===== src/sv/rmq_sqrt.sv =====
// ----------------------------------------------------------------------------
// rmq_sqrt
// Pipelined integer square root, one result bit per stage, with a sideband
// word carried alongside.
// ----------------------------------------------------------------------------
module rmq_sqrt #(
  parameter int AW = 32,
  parameter int SBW = 8
) (
  input  logic                clk,
  input  logic                rst_n,
  input  logic                en,
  input  logic                in_valid,
  input  logic [AW-1:0]       in_arg,
  input  logic [SBW-1:0]      in_sb,
  output logic                out_valid,
  output logic [AW/2-1:0]     out_root,
  output logic [SBW-1:0]      out_sb
);
  localparam int RW = AW / 2;

  logic [AW-1:0]  rem_r [RW+1];
  logic [RW-1:0]  root_r [RW+1];
  logic [SBW-1:0] sb_r [RW+1];
  logic           vld_r [RW+1];

  always_comb begin
    rem_r[0] = in_arg;
    root_r[0] = '0;
    sb_r[0] = in_sb;
    vld_r[0] = in_valid;
  end

  for (genvar k = 0; k < RW; k++) begin : g_stage
    localparam int B = RW - 1 - k;
    logic [AW+1:0] trial;
    logic [AW-1:0] rem_nxt;
    logic [RW-1:0] root_nxt;
    always_comb begin
      trial = {2'b00, rem_r[k]}
        - (({{(AW+2-RW){1'b0}}, root_r[k]} << (B + 1)) | ((AW+2)'(1) << (2 * B)));
      if (!trial[AW+1]) begin
        rem_nxt = trial[AW-1:0];
        root_nxt = root_r[k] | (RW'(1) << B);
      end else begin
        rem_nxt = rem_r[k];
        root_nxt = root_r[k];
      end
    end
    always_ff @(posedge clk) begin
      if (!rst_n) begin
        vld_r[k+1] <= 1'b0;
      end else if (en) begin
        vld_r[k+1] <= vld_r[k];
      end
      if (en) begin
        rem_r[k+1] <= rem_nxt;
        root_r[k+1] <= root_nxt;
        sb_r[k+1] <= sb_r[k];
      end
    end
  end

  assign out_valid = vld_r[RW];
  assign out_root = root_r[RW];
  assign out_sb = sb_r[RW];
endmodule


===== config.mk =====
export PLATFORM = sky130hd
export DESIGN_NAME = rmq_sqrt
export DESIGN_NICKNAME = d
export VERILOG_FILES = /design/src/sv/rmq_sqrt.sv
export SDC_FILE = /design/constraint.sdc
export NUM_CORES = 1
export LEC_CHECK = 0
export BUFFER_PORTS_ARGS = -buffer_cell sky130_fd_sc_hd__buf_2
export CAP_MARGIN = 20
export CORE_ASPECT_RATIO = 2
export CORE_MARGIN = 2
export CORE_UTILIZATION = 55
export CTS_CLUSTER_DIAMETER = 120
export DETAILED_ROUTE_END_ITERATION = 7
export HOLD_SLACK_MARGIN = 0.08
export PLACE_DENSITY_LB_ADDON = 0.3
export REMOVE_ABC_BUFFERS = 1
export SKIP_LAST_GASP = 1
export SYNTH_ARGS = -nofsm -noshare
export SYNTH_HDL_FRONTEND = slang
export SYNTH_SLANG_ARGS = --single-unit

===== constraint.sdc =====
create_clock -name clk -period 6.23 [get_ports clk]
set_clock_uncertainty 0.15 [all_clocks]
set_input_delay 0.623 -clock clk [delete_from_list [all_inputs] [get_ports clk]]
set_output_delay 0.623 -clock clk [all_outputs]
set_load 0.1 [all_outputs]

# [Word level (Yosys, flattened, before mapping)]
# Index checks and enable logic that the tools add are counted.
[word_totals] wordCells=110 out_inout_bits=25 inputBits=44 reg_bits=880
[op_classes] n_addsub=16 muxes=16
[ops] operator="32-bit two-way mux" count=15
[ops] operator="32-bit by 17-bit subtractor with 33-bit output" count=1
[ops] operator="32-bit by 18-bit subtractor with 33-bit output" count=1
[ops] operator="32-bit by 19-bit subtractor with 33-bit output" count=1
[ops] operator="32-bit by 20-bit subtractor with 33-bit output" count=1
[ops] operator="32-bit by 21-bit subtractor with 33-bit output" count=1
[ops] operator="32-bit by 22-bit subtractor with 33-bit output" count=1
[ops] operator="32-bit by 23-bit subtractor with 33-bit output" count=1
[ops] operator="32-bit by 24-bit subtractor with 33-bit output" count=1
[ops] operator="32-bit by 25-bit subtractor with 33-bit output" count=1
[ops] operator="32-bit by 26-bit subtractor with 33-bit output" count=1
[ops] operator="32-bit by 27-bit subtractor with 33-bit output" count=1
[ops] operator="32-bit by 28-bit subtractor with 33-bit output" count=1
[ops] operator="32-bit by 29-bit subtractor with 33-bit output" count=1
[ops] operator="32-bit by 30-bit subtractor with 33-bit output" count=1
[ops] operator="32-bit by 31-bit subtractor with 33-bit output" count=1
[ops] operator="32-bit by 31-bit subtractor with 33-bit output (second input constant)" count=1
[ops] operator="16-bit two-way mux" count=1

# [Logic depth before layout (Yosys ltp)]
[depth] word_depth=2 mapped_depth=12 depth_no_buf=10

# [Least setup slack after synthesis]
# No wires, ideal clock.
[synth_path] path_type="register to register" from="reg rem_r[150] (netlist name)" to="reg rem_r[123] (netlist name), data pin" period_less_slack_ns=2.966 required_ns=5.814 path_stages_with_launch=9 setup_ns=0.266 arrival_ns=2.551 path_buffers=1 slack_ns=3.264 path_cell_list="edfxtp_1 -> or4_4 -> or4_4 -> or4_4 -> nor3_2 -> nor3b_2 -> buf_2 -> nor3_1 -> xor2_1"
[synth_via] elab_chain_cells=2
[synth_rtl] item="start, declared" line_no="22" source="logic [AW-1:0] rem_r [RW+1];"
[synth_rtl] item="start signal, assigned by index" line_no="57" source="rem_r[k+1] <= rem_nxt;"
[synth_rtl] item="32-bit by 20-bit subtractor with 33-bit output" line_no="41" source="- (({{(AW+2-RW){1'b0}}, root_r[k]} << (B + 1)) | ((AW+2)'(1) << (2 * B)));"
[synth_rtl] item="32-bit two-way mux" line_no="42" source="if (!trial[AW+1]) begin"
[synth_rtl] item="via g_stage[12].rem_nxt[27]" line_no="37" source="logic [AW-1:0] rem_nxt;"
# The timed path passes the listed nets, and every way through them passes these cells.
# A chain may end at the register's enable or synchronous reset.

# [Worst setup path in the final report]
[layout_path] from="reg rem_r[107] (netlist name)" to="reg rem_r[85] (netlist name), data pin"
[layout_via] elab_chain_cells=2
[layout_rtl] item="32-bit by 19-bit subtractor with 33-bit output" line_no="41"
[layout_rtl] item="32-bit two-way mux" line_no="42"
[layout_rtl] item="via g_stage[13].rem_nxt[21]" line_no="37"
# The timed path passes the listed nets, and every way through them passes these cells.

==> results.yml <==
run:
  maxCapViolations: 0
worst_setup_path:
  cp_max_fo: 23
  r2r_cells: 10
  crit_end: "rem_r[85]"
  cpMostUsedCell: "or3_1"
  slowest_stage: "a2111oi_0"
  cp-start-kind: "flip-flop"
  r2r_end: "rem_r[85]"
  crit_path_start: "rem_r[107]"
  worst_ep_arrival_time_ns: 4.16
  rrSetupSlack_ns: 2.26
  path_class: "reg2reg"
  critPathMaxStageDelay_ns: 0.72
  cp-end-kind: "flip-flop"
  path_cells: "ha_1 > nand4_1 > a2111oi_0 > or3_1 > a211oi_2 > buf_4 > inv_1 > nand2b_1 > or3_1 > xnor2_1"
  worstReg2RegStart: "rem_r[107]"
  worst_ep_required_time_ns: 6.42
route:
  wire_per_inst_um: 16.8
  drc: 0
  wirelength_um: 55000
  post_drt_via_cell_ratio: 5.54
  initialDrtViolationCount: 847
  drt.antenna.violating_nets: 0
  firstDrtPassIters: 5
  vias: 18200
yosys:
  synthDistinctLibCells: 68
  synth_ff_type: "edfxtp_1"
  seq_area_frac_synth_pct: 69.4
  yosys_warnings: 0
  synthArstFlopShare_pct: 0
  synth_area_mm2: 0.0326
  syn_avg_cell_area_um2: 14.0
  syn-instance-count: 2323
  synth-seq-cells: 760
  synth-edff-count: 744
clocking:
  cts_tree: "built"
  cts.sinks: 760
  insertion_delay_ns: 0.65
  clk_pin_slew_ns: 0.07
  post_cts_buffers: 0
  clockBufferDepth: 3
  h-tree-depth: 2
  root_buffer: "clkbuf_16"
  cts_buffers: 60
grt:
  grt_max_degree: 185
  grt_pass1_wl_um: 88400
  grtUsageTotal_pct: 18.0
  grt_pass1_vias: 19200
  gr-total-overflow: 0
  antenna_found_initial: 0
floorplanning:
  start_util_pct: 55.5
  die_w_um: 176
  pin_count: 69
  die_h_um: 348
  core_area_mm2: 0.0588
  rows: 126
  die_area_mm2: 0.0614
power:
  leakage_nw: 13.5
  peakVddDrop_mv: 0.289
  p_per_area_mw_per_mm2: 333
final_layout:
  regArea_mm2: 0.0227
  n_fill_cell: 4243
  final_common_cell: "edfxtp_1"
  area_growth_pct: 11.0
  final_cell_mix: "edfxtp_1, inv_1, nand2_1"
  diodes: 0
  fin_area_mm2: 0.0362
  final_nets: 2642
  drive_gt1_share_pct: 8.67
  multi_input_area_mm2: 0.00909
status:
  status: "complete, no violations"
sta:
  rsz0062_at_grt: "no"
  final.period_utilization_pct: 63.7
  hold_viol: 0
  slew_violations: 0
  finalSetupTns_ns: 0
  max_slew_margin_pct: 31.3
  max_freq_mhz: 252
  finalSetupViolCount: 0
  holdWs_ns: 0.138
  fin_crit_ns: 3.97
  worst_slew_pin_slew_ns: 1.03
placed_design:
  io_buffer_count: 68
  dp_hpwl_um: 37900
  gp_congestion: 0.987
  placed_cell_area_mm2: 0.0339
min_path:
  hp-class: "in2reg"
-- power by group --
group	leakage (nW)	total (W)	switching, W	internal, W
registers	7.28	0.00658	0.000300	0.00628
clock network	0.964	0.00374	0.00175	0.00199
logic	5.24	0.00176	0.00104	0.000719
-- flip-flops by register name, summed over array words and instances, names as in the netlist --
| register | flops |
|---|---|
| vld_r | 15 |
| out_sb | 8 |
| out_valid | 1 |
| rem_r | 480 |
| root_r | 120 |
| out_root | 16 |
| sb_r | 120 |
-- cells in the mapped netlist (all sizes together) (3+ instances only) --
library cell,n,area (um2)
o21bai,13,97.6
dfxtp,16,320
edfxtp,744,22300
mux2i,18,180
nor4,34,213
nor2,127,477
inv,181,679
o41ai,4,35.0
nor4b,11,96.3
a21oi,111,556
and2,4,25.0
o31ai,16,120
mux2,16,180
a21boi,5,37.5
o21a,39,293
nand4b,7,61.3
nand2b,33,206
ha,134,1680
or3,24,150
nor2b,32,200
clkbuf,24,90.1
nor3b,4,35.0
or4,12,101
xor2,89,780
a221oi,3,26.3
or2,11,68.8
nand4,11,68.8
nand3b,12,90.1
nand2,155,582
nor3,53,275
o211ai,15,113
and3,7,43.8
nand3,26,130
a21o,27,203
xnor2,92,806
o21ai,142,711
a31oi,11,68.8
a2111oi,4,35.0
o2111ai,3,26.3
a211oi,12,95.1
buf,18,125
-- metrics by stage --
| step | instances | total power, W | util (%) | setup WS, ns |
|---|---|---|---|---|
| after floorplan | 2281 | 0.00784 | - | 2.42 |
| after global placement | 3131 | 0.00829 | 57.6 | 2.50 |
| after detailed placement | 3131 | 0.00840 | 57.6 | 2.43 |
| after CTS | 3281 | 0.0122 | 61.6 | 2.33 |
| after global routing | 3282 | 0.0126 | 61.6 | 2.11 |
| final | 3282 | 0.0121 | 61.6 | 2.26 |
-- worst min-delay path by stage --
stage                          start     endpoint  cells after the start
final                     in_arg[31]  root_r[255]                      2
after global routing      in_arg[31]  root_r[255]                      2
after CTS                 in_arg[31]  root_r[255]                      2
after detailed placement     sb_r[8]    out_sb[0]                      0
after global placement    rem_r[165]   rem_r[133]                      0
after floorplan              sb_r[8]    out_sb[0]                      0
-- logic make-up after synthesis --
group                    synth area share [%]
flip-flops                               69.4
AND/OR/NAND/NOR                          8.77
AO/OA/AOI/OAI                            7.94
buffers and inverters                    2.74
XOR/XNOR                                 4.86
adder cells (fa/ha/maj)                  5.14
multiplexers                             1.10
-- critical path, delay by kind of cell, from the launching register on --
kind	cells	cell delay, ns
compound gates	2	0.79
fa+ha+maj	1	0.41
flops	1	0.42
buf+inv	2	0.75
simple gates	4	1.02
xor+xnor	1	0.13
-- metal layers --
layer	up-vias	share of wire, %	track usage (%)	wire length [um]
li1	8880	-	-	-
met1	8773	32	15.2	17300
met2	371	61	38.3	33300
met3	174	2.7	2.09	1490
met4	0	5.3	9.82	2910
met5	-	0	0	0
-- layout make-up --
type	count	share of cell area, %
inverters	181	1.87
multi-input cells	1340	25.1
clock inverters	47	1.20
repair buffers	121	2.46
clock buffers	65	4.20
well taps	768	2.65
flip-flops and latches	760	62.5
-- timing repair --
action,CTS,global route
hold buffers,38,0
hold endpoints to repair,38,0
gates resized for setup,0,0
Note: power is estimated with default switching activity, not from simulation.
