### src/sv/rmq_div_lane.sv
// ----------------------------------------------------------------------------
// rmq_div_lane
// One division lane: signed numerator over positive divisor, rounded to
// nearest with ties away from zero and saturated, one quotient bit a stage.
// ----------------------------------------------------------------------------
module rmq_div_lane #(
  parameter int NW = 17,
  parameter int DW = 16,
  parameter int QW = 32,
  parameter int FRAC_BITS = 14,
  parameter int DATA_WIDTH = 16
) (
  input  logic                         clk,
  input  logic                         en,
  input  logic signed [NW-1:0]         num,
  input  logic [DW-1:0]                den,
  output logic signed [DATA_WIDTH-1:0] quo
);
  localparam int XW = QW + DW + 1;

  logic [XW-1:0] rem_r [QW+1];
  logic [QW-1:0] dvd_r [QW+1];
  logic [QW-1:0] q_r   [QW+1];
  logic [DW-1:0] den_r [QW+1];
  logic          neg_r [QW+1];

  logic [NW-1:0] mag;
  logic [QW-1:0] dvd0;
  always_comb begin
    mag = num[NW-1] ? NW'(-num) : NW'(num);
    dvd0 = (QW'(mag) << FRAC_BITS) + QW'(den >> 1);
    rem_r[0] = '0;
    dvd_r[0] = dvd0;
    q_r[0] = '0;
    den_r[0] = den;
    neg_r[0] = num[NW-1];
  end

  for (genvar k = 0; k < QW; k++) begin : g_stage
    logic [XW-1:0] sh;
    logic [XW-1:0] diff;
    always_comb begin
      sh = {rem_r[k][XW-2:0], dvd_r[k][QW-1]};
      diff = sh - XW'(den_r[k]);
    end
    always_ff @(posedge clk) begin
      if (en) begin
        if (sh >= XW'(den_r[k])) begin
          rem_r[k+1] <= diff;
          q_r[k+1] <= {q_r[k][QW-2:0], 1'b1};
        end else begin
          rem_r[k+1] <= sh;
          q_r[k+1] <= {q_r[k][QW-2:0], 1'b0};
        end
        dvd_r[k+1] <= {dvd_r[k][QW-2:0], 1'b0};
        den_r[k+1] <= den_r[k];
        neg_r[k+1] <= neg_r[k];
      end
    end
  end

  localparam logic [QW-1:0] HI = QW'((64'd1 << (DATA_WIDTH - 1)) - 1);
  always_comb begin
    if (neg_r[QW]) begin
      quo = (q_r[QW] > HI) ? {1'b1, {(DATA_WIDTH-1){1'b0}}} : DATA_WIDTH'(-q_r[QW]);
    end else begin
      quo = (q_r[QW] > HI) ? {1'b0, {(DATA_WIDTH-1){1'b1}}} : DATA_WIDTH'(q_r[QW]);
    end
  end
endmodule

### config.mk
export PLATFORM = sky130hd
export DESIGN_NAME = rmq_div_lane
export DESIGN_NICKNAME = d
export VERILOG_FILES = /design/src/sv/rmq_div_lane.sv
export SDC_FILE = /design/constraint.sdc
export NUM_CORES = 2
export LEC_CHECK = 0
export ABC_CLOCK_PERIOD_IN_PS = 5100
export BUFFER_PORTS_ARGS = -buffer_cell sky130_fd_sc_hd__buf_4
export CORE_ASPECT_RATIO = 0.5
export CORE_MARGIN = 5
export CORE_UTILIZATION = 64
export DETAILED_ROUTE_END_ITERATION = 12
export PLACE_DENSITY = 0.88
export REMOVE_ABC_BUFFERS = 1
export SYNTH_ARGS = -nofsm -noshare
export SYNTH_HDL_FRONTEND = slang
export SYNTH_SLANG_ARGS = --single-unit
### constraint.sdc
create_clock -name clk -period 5.1 [get_ports clk]
set_input_delay 0.51 -clock clk [delete_from_list [all_inputs] [get_ports clk]]
set_output_delay 0.51 -clock clk [all_outputs]
set_load 0.01 [all_outputs]
# Word level (Yosys, flattened, before mapping)
# Index checks and enable logic that the tools add are counted.
[word_totals]
regBits = 3009
output_inout_bits = 16
word_cells = 292
[op_classes]
addsub = 34
order_cmp = 33
muxes = 67
[ops]
columns = ["cell", "count"]
rows = [
  ["49-bit by 16-bit greater-or-equal comparator with 1-bit output", 31],
  ["48-bit 2-to-1 mux", 30],
  ["48-bit by 16-bit subtractor with 48-bit output", 30],
  ["16-bit 2-to-1 mux", 3],
  ["1-bit 2-to-1 mux", 33],
  ["31-bit by 15-bit adder with 32-bit output", 1],
  ["32-bit by 15-bit > comparator with 1-bit output, second input constant", 1],
  ["17-bit 2-to-1 mux", 1],
  ["17-bit negator", 1],
  ["1-bit by 16-bit subtractor with 17-bit output", 1],
  ["1-bit by 16-bit greater-or-equal comparator with 1-bit output", 1],
  ["16-bit negator", 1],
]

# Longest topological paths before layout
[logic_depth]
word_depth = 5
ltp_mapped = 17
ltp_nobuf = 16

# Least setup slack after synthesis
# No wires, ideal clock.
[synth_path]
path_type = "register to register"
startpoint = "register rem_r, in the netlist g_stage[27].sh[28]"
endpoint = "register rem_r, in the netlist g_stage[28].sh[31] (data pin)"
setup_ns = 0.258
t_arrival_ns = 3.383
required_ns = 4.842
path_slack_ns = 1.459
path_stages_with_launch = 11
path_cell_list = "edfxtp_1 or4_4 or4_4 nor3b_2 a211o_1 a21oi_2 or4_4 buf_6 or3_4 or4_1 xnor2_1"
[synth_between]
elab_chain_len = 2
elab_cells_between_ends = 3
classes_between = "add/sub: 1; order compare: 1; mux: 1"
[synth_lines]
columns = ["element", "line_no", "rtl"]
rows = [
  ["start: declaration", "21", "logic [XW-1:0] rem_r [QW+1];"],
  ["start signal: indexed assignment", "49", "rem_r[k+1] <= diff;"],
  ["start signal: indexed assignment", "52", "rem_r[k+1] <= sh;"],
  ["48-bit by 16-bit subtractor with 48-bit output or 49-bit by 16-bit greater-or-equal comparator with 1-bit output (tied branches)", "44, 48", ""],
  ["48-bit 2-to-1 mux *", "48", "if (sh >= XW'(den_r[k])) begin"],
]
# Every way passes the cells marked *; elsewhere a longest branch is shown, timed or not.
# A chain may end at the register's enable or synchronous reset.

# Worst setup path after layout
[layout_path]
startpoint = "register rem_r, in the netlist g_stage[12].sh[13]"
endpoint = "register rem_r, in the netlist g_stage[13].sh[41] (data pin)"
# The elaborated chain is that of the path after synthesis.

==> impl_summary.log <==
[metrics] outcome: finished, final reports clean
[metrics] floorplan die width: 647 µm
[metrics] via count of the routed design: 80110
[metrics] unrepaired setup endpoints after global routing: false
[metrics] placed wire-length estimate after detailed placement: 170000 µm
[metrics] maximum number of pins on one net before global-route repair: 215
[metrics] critical path class: register to register
[metrics] critical-path maximum fanout: 33
[metrics] fill count: 12985
[metrics] top_reg_cell synth: sky130_fd_sc_hd__edfxtp_1
[metrics] total of max-cap violations: 0
[metrics] non-filler instance count after layout: 13583
[metrics] count of different cell masters after synthesis: 99
[metrics] count of input and output buffers: 50
[metrics] P_leak: 51.4 nW
[metrics] clk_skew: 64.0 ps
[metrics] Hold Path Sink: dvd_r[1018]$_DFFE_PP_
[metrics] Worst-Margin Slew: 1220 ps
[metrics] count of final setup violators: 0
[metrics] detailed-route wire length per cell: 17.6 µm
[metrics] achievable clock frequency: 0.215 GHz
[metrics] average vias per placed instance: 5.90
[metrics] Synth Cell Area: 0.130 mm²
[metrics] Final Net Count: 11251
[metrics] post-synthesis async set-or-reset flop share: 0%
[metrics] Required @ worst endpoint: 5740 ps
[metrics] Reg2Reg Setup Slack: 450 ps
[metrics] weighted congestion reported at the end of routability-driven placement: 0.957
[metrics] total power divided by cell area: 454 mW/mm²
[metrics] YS warnings: 0
[metrics] post-synthesis cell type with the largest combined area: sky130_fd_sc_hd__edfxtp_1
[metrics] die area: 0.213 mm²
[metrics] sequential element share of the synthesized area: 61.5%
[metrics] post-detailed-route DRC marker count: 0
[metrics] Critical Path Sink Type: register
[metrics] TritonCTS clock tree: done
[metrics] global router's overall resource usage: 22.4%
[metrics] share of cells above drive strength 1: 5.70%
[metrics] worst reg2reg path depth: 11
[metrics] Core Footprint: 0.201 mm²
[metrics] r2r startpoint: g_stage[12].sh[13]$_DFFE_PP_
[metrics] reg2reg end: g_stage[13].sh[41]$_DFFE_PP_
[metrics] vias in the first global route: 81397
[metrics] number of buffers inserted during clock tree synthesis: 229
[metrics] initial antenna violation count: 1
[metrics] Avg Inst Size Synth: 12.4 µm²
[metrics] number of I/O pins: 51
[metrics] placed insts: 13148
[metrics] peak supply drop: 0.340 mV
[metrics] starting density of the core: 64.6%
[metrics] count of final hold-check violations: 0
[metrics] worst-case clock buffer depth: 4
[metrics] buffer count from post-CTS setup fixing: 0
[metrics] H-tree Lvls: 4
[metrics] fraction of the cycle the final worst path needs: 91.1%
[metrics] vertical die dimension: 329 µm
[metrics] total overflow reported by the global router: 0
[metrics] Sink Count: 2660
[metrics] Routed WL: 239000 µm
[metrics] Slew Limit Fails: 0
[metrics] Setup TNS Final: 0 ps
[metrics] clock slew at reported path FFs: 70 ps
[metrics] number of iterations in the first detailed-routing pass: 8
[metrics] count of nets left with antenna violations after detail routing: 0
[metrics] Critical Path AT: 5290 ps
[metrics] final core occ: 70.3%
[metrics] number of enable-type register cells in the synthesized netlist: 2660
[metrics] top cells by area in the synthesized netlist: sky130_fd_sc_hd__edfxtp_1 (61%), sky130_fd_sc_hd__ha_1 (4.8%), sky130_fd_sc_hd__xor2_1 (4.6%), sky130_fd_sc_hd__xnor2_1 (3.8%), sky130_fd_sc_hd__nor2_1 (2.3%)
[metrics] crit path time final: 4650 ps
[metrics] CP Launch Type: register
[metrics] layout-stage area growth over the synthesis result: 8.79%
[metrics] first-pass GRT wire length: 392000 µm
[metrics] root cell of the clock tree: sky130_fd_sc_hd__clkbuf_16
[metrics] number of instances on the worst hold path: 3
[metrics] source-to-sink clock delay at the later pin of the worst-skew pair: 910 ps
[metrics] #FFs+latches synth: 2660
[metrics] worst slew margin relative to its limit: 16.7%
[metrics] area share of the leading cell type in the synthesized netlist: 61.5%
[metrics] num rows: 116
[metrics] startpoint of the worst hold path: num[11]
[metrics] kind of path behind the tightest hold check: primary input to register
[metrics] Syn Inst Count: 10473
[metrics] DRC marker count from the first detailed-route iteration: 5802
synthesized netlist by cell type (37+ instances only):
cell,n
sky130_fd_sc_hd__a211oi_1,42
sky130_fd_sc_hd__a21o_1,209
sky130_fd_sc_hd__a21oi_1,486
sky130_fd_sc_hd__a31oi_1,45
sky130_fd_sc_hd__and2_1,42
sky130_fd_sc_hd__and3_1,52
sky130_fd_sc_hd__clkbuf_1,157
sky130_fd_sc_hd__edfxtp_1,2660
sky130_fd_sc_hd__ha_1,503
sky130_fd_sc_hd__inv_1,619
sky130_fd_sc_hd__mux2_1,37
sky130_fd_sc_hd__nand2_1,742
sky130_fd_sc_hd__nand2b_1,153
sky130_fd_sc_hd__nand3_1,170
sky130_fd_sc_hd__nand3b_1,50
sky130_fd_sc_hd__nand4_1,98
sky130_fd_sc_hd__nor2_1,800
sky130_fd_sc_hd__nor2b_1,104
sky130_fd_sc_hd__nor3_1,372
sky130_fd_sc_hd__nor4_1,269
sky130_fd_sc_hd__o21a_1,99
sky130_fd_sc_hd__o21ai_0,340
sky130_fd_sc_hd__o21ai_1,129
sky130_fd_sc_hd__o31a_1,38
sky130_fd_sc_hd__o31ai_1,80
sky130_fd_sc_hd__or2_2,66
sky130_fd_sc_hd__or3_1,189
sky130_fd_sc_hd__or4_1,153
sky130_fd_sc_hd__xnor2_1,562
sky130_fd_sc_hd__xor2_1,688
layout by cell type (no fill, tap or decap), types with 42 or more instances in the layout:
cell,count
sky130_fd_sc_hd__nand2_1,742
sky130_fd_sc_hd__nand3_1,170
sky130_fd_sc_hd__a21oi_1,485
sky130_fd_sc_hd__nor4_1,268
sky130_fd_sc_hd__a31oi_1,45
sky130_fd_sc_hd__inv_1,619
sky130_fd_sc_hd__o21ai_1,128
sky130_fd_sc_hd__and2_1,42
sky130_fd_sc_hd__o31ai_1,80
sky130_fd_sc_hd__a21o_1,209
sky130_fd_sc_hd__nor3_1,370
sky130_fd_sc_hd__clkbuf_1,42
sky130_fd_sc_hd__clkinv_2,50
sky130_fd_sc_hd__or4_1,153
sky130_fd_sc_hd__ha_1,503
sky130_fd_sc_hd__edfxtp_1,2660
sky130_fd_sc_hd__nor2_1,798
sky130_fd_sc_hd__and3_1,52
sky130_fd_sc_hd__clkbuf_16,233
sky130_fd_sc_hd__buf_4,118
sky130_fd_sc_hd__nand2b_1,153
sky130_fd_sc_hd__o21a_1,99
sky130_fd_sc_hd__nand3b_1,50
sky130_fd_sc_hd__or2_2,66
sky130_fd_sc_hd__xnor2_1,562
sky130_fd_sc_hd__o21ai_0,339
sky130_fd_sc_hd__or3_1,189
sky130_fd_sc_hd__xor2_1,688
sky130_fd_sc_hd__nor2b_1,103
sky130_fd_sc_hd__clkinv_1,52
sky130_fd_sc_hd__nand4_1,98
worst max-delay path, stage by stage (launching register included):
cell,delay (ps)
sky130_fd_sc_hd__edfxtp_1,400
sky130_fd_sc_hd__ha_1,410
sky130_fd_sc_hd__and3_1,230
sky130_fd_sc_hd__nand4_1,330
sky130_fd_sc_hd__nor4_1,930
sky130_fd_sc_hd__a211oi_1,300
sky130_fd_sc_hd__o311a_1,180
sky130_fd_sc_hd__buf_4,230
sky130_fd_sc_hd__a211oi_1,540
sky130_fd_sc_hd__nand2_1,380
sky130_fd_sc_hd__nor4_1,380
sky130_fd_sc_hd__xor2_1,120
through the flow:
step | hold slack [ps] | power, W | setup slack (ps) | area [µm²]
finish | 86.2 | 0.0642 | 452 | 141000
global route | 73.2 | 0.0677 | 225 | 141000
floorplan | 400 | 0.0428 | 229 | 129000
detailed placement | 405 | 0.0471 | 428 | 134000
global placement | 400 | 0.0464 | 618 | 134000
CTS | 18.8 | 0.0643 | 405 | 141000
metal layers:
layer | track usage [%] | vias up | part of all wire [%]
met3 | 2.94 | 829 | 3.7
li1 | - | 39238 | -
met2 | 43.5 | 2148 | 54
met4 | 11.9 | 0 | 5.7
met5 | 0 | - | 0
met1 | 23.4 | 37895 | 37
how the worst max path moves through the flow:
stage | endpoint | cells past startpoint | start | slack, ps
after global routing | g_stage[13].sh[41]$_DFFE_PP_ | 11 | g_stage[12].sh[15]$_DFFE_PP_ | 230
after floorplan | g_stage[8].sh[37]$_DFFE_PP_ | 8 | g_stage[7].sh[24]$_DFFE_PP_ | 230
after CTS | quo[5] | 9 | q_r[31]$_DFFE_PP_ | 400
final | g_stage[13].sh[41]$_DFFE_PP_ | 11 | g_stage[12].sh[13]$_DFFE_PP_ | 450
after global placement | g_stage[13].sh[41]$_DFFE_PP_ | 11 | g_stage[12].sh[13]$_DFFE_PP_ | 620
after detailed placement | g_stage[13].sh[41]$_DFFE_PP_ | 11 | g_stage[12].sh[13]$_DFFE_PP_ | 430
area by class of cell:
type	count	area, µm²	area share (%)
flip-flops and latches	2660	79900	56.5
repair buffers	148	1310	0.929
multi-input cells	7008	47100	33.3
clock buffers	275	5990	4.24
inverters	636	2390	1.69
well taps	2714	3400	2.40
clock inverters	141	1290	0.910
diodes	1	2.50	0.00177
power by group:
group          leakage (nW)  internal (W)  switching, W
Combinational          22.2       0.00706       0.00937
Sequential             25.6        0.0285       0.00221
Clock                  3.55       0.00947       0.00764
sequential cells by signal (all words and copies together), names as in the netlist:
register / flops
q_r: 528
den_r: 496
dvd_r: 153
neg_r: 32
g_stage.sh: 1451
kinds of logic (layout without fill, tap and decap cells):
family	Yosys count	in the layout	share of synthesized area, %
adder cells (fa/ha/maj)	533	533	5.31
flip-flops	2660	2660	61.5
other	1	2	0.00289
XOR/XNOR	1250	1250	8.43
AO/OA/AOI/OAI	1734	1734	8.37
multiplexers	85	85	0.725
buffers and inverters	805	1200	2.34
AND/OR/NAND/NOR	3405	3405	13.4
repair_timing:
action	CTS	global route
hold buffers	18	0
resized for setup	0	0
hold endpoints to repair	18	0
No activity file was read; power rests on OpenSTA's default activity.
